## src/hw/rtl/trt_pkg.sv

```systemverilog
// ----------------------------------------------------------------------------
// Touch report tracker package
// Shared types, register indexes and controller states.
// ----------------------------------------------------------------------------
package trt_pkg;

  localparam int unsigned CoefW = 40;
  localparam int unsigned OffW  = 56;
  localparam int unsigned NumW  = 58;
  localparam int unsigned CfgIdxW = 3;
  localparam int unsigned CfgDataW = 56;

  typedef enum logic [2:0] {
    RegUseCal = 3'd0,
    RegCoefA  = 3'd1,
    RegCoefB  = 3'd2,
    RegCoefC  = 3'd3,
    RegCoefD  = 3'd4,
    RegCoefE  = 3'd5,
    RegCoefF  = 3'd6,
    RegDiv    = 3'd7
  } reg_idx_e;

  typedef enum logic [1:0] {
    EvDown = 2'd0,
    EvMove = 2'd1,
    EvUp   = 2'd2
  } event_kind_e;

  typedef enum logic [2:0] {
    StIdle,
    StMul,
    StSum,
    StDiv,
    StDecide,
    StOut
  } ctrl_state_e;

  typedef struct packed {
    logic [7:0] status_byte;
    logic [7:0] x_high;
    logic [7:0] x_low;
    logic [7:0] y_high;
    logic [7:0] y_low;
    logic [7:0] contact_byte;
  } in_item_t;

  typedef struct packed {
    logic [3:0]         touch_id;
    logic [1:0]         event_kind;
    logic signed [15:0] pos_x;
    logic signed [15:0] pos_y;
  } out_item_t;

  // Controller to datapath.
  typedef struct packed {
    logic load;      // capture input item
    logic mul;       // form products
    logic sum;       // form numerators
    logic div_start; // start both dividers
    logic commit;    // update table and result register
  } dp_cmd_t;

  // Datapath to controller.
  typedef struct packed {
    logic id_ok;
    logic use_cal;
    logic div_done;
    logic emit;
  } dp_stat_t;

endpackage

```

## src/hw/rtl/trt_ctrl.sv

```systemverilog
// ----------------------------------------------------------------------------
// Touch report tracker controller
// Sequences one report through decode, arithmetic, table update and output.
// ----------------------------------------------------------------------------
module trt_ctrl (
  input  logic              clk_i,
  input  logic              rst_ni,
  input  logic              in_valid_i,
  output logic              in_ready_o,
  output logic              out_valid_o,
  input  logic              out_ready_i,
  input  trt_pkg::dp_stat_t stat_i,
  output trt_pkg::dp_cmd_t  cmd_o
);
  import trt_pkg::*;

  ctrl_state_e state_q, state_d;
  // The divider is started on the first cycle of StDiv, the cycle after StSum
  // registers the numerators; its done flag is only trusted thereafter.
  logic        div_started_q;

  always_comb begin
    state_d = state_q;
    case (state_q)
      StIdle:   if (in_valid_i) state_d = StMul;
      StMul:    state_d = !stat_i.id_ok ? StIdle : (stat_i.use_cal ? StSum : StDecide);
      StSum:    state_d = StDiv;
      StDiv:    if (div_started_q && stat_i.div_done) state_d = StDecide;
      StDecide: state_d = stat_i.emit ? StOut : StIdle;
      StOut:    if (out_ready_i) state_d = StIdle;
      default:  state_d = StIdle;
    endcase
  end

  always_comb begin
    cmd_o       = '0;
    in_ready_o  = 1'b0;
    out_valid_o = 1'b0;
    case (state_q)
      StIdle: begin
        in_ready_o = 1'b1;
        cmd_o.load = 1'b1;
      end
      StMul:    cmd_o.mul = 1'b1;
      StSum:    cmd_o.sum = 1'b1;
      StDiv:    cmd_o.div_start = !div_started_q;
      StDecide: cmd_o.commit = 1'b1;
      StOut:    out_valid_o = 1'b1;
      default:  cmd_o = '0;
    endcase
  end

  always_ff @(posedge clk_i or negedge rst_ni) begin
    if (!rst_ni) begin
      state_q       <= StIdle;
      div_started_q <= 1'b0;
    end else begin
      state_q       <= state_d;
      div_started_q <= (state_q == StDiv);
    end
  end

endmodule

```

## config.mk

```make
export PLATFORM = sky130hd
export DESIGN_NAME = trt_ctrl
export DESIGN_NICKNAME = d
export VERILOG_FILES = /design/src/hw/rtl/trt_pkg.sv /design/src/hw/rtl/trt_ctrl.sv
export SDC_FILE = /design/constraint.sdc
export NUM_CORES = 1
export LEC_CHECK = 0
export ABC_AREA = 1
export BUFFER_PORTS_ARGS = -buffer_cell sky130_fd_sc_hd__buf_2
export CORE_AREA = 2 2 39 41
export CTS_CLUSTER_DIAMETER = 60
export CTS_CLUSTER_SIZE = 40
export DETAILED_ROUTE_END_ITERATION = 8
export DIE_AREA = 0 0 41 43
export PLACE_DENSITY_LB_ADDON = 0.1
export SLEW_MARGIN = 20
export SYNTH_ARGS = -nofsm -noshare
export SYNTH_HDL_FRONTEND = slang
export SYNTH_SLANG_ARGS = --single-unit
```

## constraint.sdc

```tcl
create_clock -name clk_i -period 1.55 [get_ports clk_i]
set_input_delay 0.31 -clock clk_i [delete_from_list [all_inputs] [get_ports clk_i]]
set_output_delay 0.31 -clock clk_i [all_outputs]
set_load 0.03 [all_outputs]
```

==> results.env <==
STATUS='finished clean'
PORT-BUFFER-COUNT=14
WL_PER_CELL_UM=8.85
NUMBER_OF_ENABLE_FLIP_FLOP_CELLS_AFTER_SYNTHESIS=0
NUMBER_OF_GLOBAL_ROUTE_VIAS_BEFORE_REPAIR=275
MAX-CLOCK-PATH-BUFFERS=2
YOSYS-TOP-CELLS-COUNT='7 x sky130_fd_sc_hd__inv_1, 7 x sky130_fd_sc_hd__nand2_1, 4 x sky130_fd_sc_hd__dfrtp_1, 4 x sky130_fd_sc_hd__nand3_1'
YOSYS_WARNINGS=0
FINAL_SETUP_SKEW_NS=0.000899
POST_DP_CELL_AREA_UM2=378
FLOORPLAN.IO_PINS=15
VIAS=309
FINALSETUPVIOLCOUNT=0
PLACE.DETAILED.INSTANCES=71
POST_DRT_VIA_CELL_RATIO=4.12
WORSTPATHMAXFANOUT=6
FINAL_CRITICAL_PATH_SETUP_SLACK_NS=0.0628
WORST_SETUP_PATH_END_KIND='output pin'
CRITICAL_PATH.STARTPOINT_TYPE='flip-flop'
WORSTSETUPPATHTYPE='flip-flop to output pin'
MIN_PATH_CELLS=4
YS_TYPES=15
FLOW.AREA_GROWTH_FROM_SYNTHESIS_PCT=42.8
SYNTH-MAIN-FF-CELL='sky130_fd_sc_hd__dfrtp_1'
DETAILEDPLACEMENTHPWL_UM=527
GRTUSAGETOTAL_PCT=8.27
MAXSLEWHEADROOM_PCT=84.5
TIMING.FMAX_MHz=672
SETUP_TOTAL_NEGATIVE_SLACK_NS=0
SYNTH_AREA_PER_INST_UM2=7.03
NETLIST_AREA_UM2=295
ANTENNA_CELLS=0
DESIGN.CORE.AREA_UM2=1380
SYNTH-SEQ-AREA-SHARE_PCT=33.9
SYNTHCELLS=42
CLOCK_LATENCY_NS=0.23
MAXCAPVIOLCOUNT=0
CTS.REPAIR_TIMING.SETUP_BUFFER_COUNT=0
START_UTIL_PCT=21.3
FINAL_DESIGN_AREA_NO_FILL_UM2=422
SYNTH.FF_LATCH_COUNT=4
FF_TO_FF_PATH_DEPTH=6
NETLIST_TOP_CELLS_AREA='sky130_fd_sc_hd__dfrtp_1 34%, sky130_fd_sc_hd__inv_1 8.9%, sky130_fd_sc_hd__nand2_1 8.9%'
CLKTRANSATPATHREGS_NS=0.04
MIN_PERIOD_OVER_PERIOD_PCT=95.9
GRT_ANTENNA_BEFORE_REPAIR=0
CTS_MAX_LEVEL=1
DRV_SLEW=0
WORSTHOLDPATHTYPE='primary input to flip-flop'
NETLIST.AREA_LEADER.SHARE_PCT=33.9
NUMBER_OF_ENDPOINTS_WITH_NEGATIVE_HOLD_SLACK_IN_THE_FINAL_REPORT=0
CLKSINKCOUNT=4
CTS_INSERTED_BUFFERS=3
CTS-ROOT-BUF='sky130_fd_sc_hd__clkbuf_4'
POSTSYNTHNETCOUNT=50
ROW_COUNT=14
SYNTH_LARGEST_AREA_CELL='sky130_fd_sc_hd__dfrtp_1'
GRT_FIRST_PASS_WIRELENGTH_UM=959
FINAL_ANTENNA_NET_COUNT=0
GRT.OVERFLOW.TOTAL=0
PRE_CTS_WS_NS=0.233
FLOORPLAN.DIE.WIDTH_UM=41
REQUIRED_NS=1.24
FINAL_LAYOUT_SIZE_SUFFIX_GT1_SHARE_PCT=54.2
POWER-PER-CELL-AREA_nW_PER_UM2=2250
DR.PASS1.ITERS=1
GRT_MAX_DEGREE=8
POWER_LEAKAGE_uW=0.000235
DESIGN.FINAL.NETS=69
FP.DIEH_UM=43
GP_ROUTABILITY_CONGESTION=0.662
ROUTE.DETAILED.DRC=0
MAX_SLEW.WORST_PIN.SLEW_NS=0.230
CTS_TREE='yes'
DIE_OUTLINE_AREA_UM2=1760
RSZ0062_AT_GRT='no'
FIRST_ITER_VIOLATIONS=0
VDD.IR_DROP.WORST_mV=0.770
FINAL_PERIOD_MINUS_WORST_SETUP_SLACK_NS=1.49
WL_UM=664
FINAL_CELLS=75
POSTSYNTH.ASYNCRESETSHARE_PCT=100
WORSTPATHARRIVAL_NS=1.18
-- registers in the layout, indices dropped and copies added (netlist names) --
| signal | cells |
|---|---|
| div_started_q | 1 |
| state_q | 3 |
-- timing repair --
item | in CTS | in global routing
hold buffers | 1 | 0
endpoints found under the hold margin | 4 | 0
gates cloned | 0 | 0
gates resized for setup | 3 | 5
setup endpoints to repair | 2 | 4
-- per-stage QoR --
step           total power, uW  hold slack, ns  utilization, %
2_1_floorplan              672          0.0144               -
3_3_place_gp               806           0.120            27.3
3_5_place_dp               793           0.121            27.3
4_1_cts                    943           0.349            29.9
5_1_grt                   1020           0.361            30.5
6_report                   949           0.353            30.5
-- final timing paths --
| path | startpoint | endpoint | slack (ns) |
|---|---|---|---|
| min in group asynchronous | rst_ni | div_started_q | 0.41 |
| setup reg to reg | state_q[1] | state_q[2] | 0.48 |
| hold reg to reg | state_q[2] | div_started_q | 0.57 |
| hold / removal | out_ready_i | state_q[2] | 0.35 |
| max in group asynchronous | rst_ni | state_q[1] | 1.01 |
| setup / recovery | state_q[0] | cmd_o[1] | 0.06 |
-- cell type report --
cell class                 count  area, um2
fill                         166        962
multi-input combinational     28        156
sequential                     4        104
timing repair buffer          15       85.1
inverter                       9       33.8
clock buffer                   3       22.5
tap                           16       20.0
-- layout by cell type, fill, tap and decap left out, drive strengths merged --
cell	count
dlygate4sd3	1
nor3	3
buf	14
dfrtp	4
inv	9
nand3	5
o21ai	1
clkbuf	3
nor2	7
a21oi	1
nand3b	1
nand2	10
-- report_power, final --
group | switching, uW | internal, uW
combinational | 385 | 187
clock | 41.5 | 86.5
sequential | 89.2 | 159
-- kinds of logic (layout without fill, tap and decap cells) --
kind of cell / count (synthesis) / after routing / share of synthesized area [%]
buffers and inverters: 10 / 27 / 14.0
AOI/OAI and AO/OA: 2 / 2 / 3.39
DFF: 4 / 4 / 33.9
and+or+nand+nor: 26 / 26 / 48.7
-- metal layers --
metal / track usage, % / up-vias / routed length (um)
li1: - / 164 / -
met1: 9.77 / 137 / 296
met2: 11.6 / 8 / 321
met3: 3.14 / 0 / 47
met4: 6.00 / 0 / 0
met5: 0 / - / 0
-- critical path, stage by stage (launching register included) --
cell and delay (ns):
sky130_fd_sc_hd__dfrtp_2 0.42, sky130_fd_sc_hd__nand2_2 0.09, sky130_fd_sc_hd__nor2_4 0.13, sky130_fd_sc_hd__inv_2 0.05, sky130_fd_sc_hd__nor2_1 0.08, sky130_fd_sc_hd__buf_4 0.16
(Power assumes the default switching activity.)
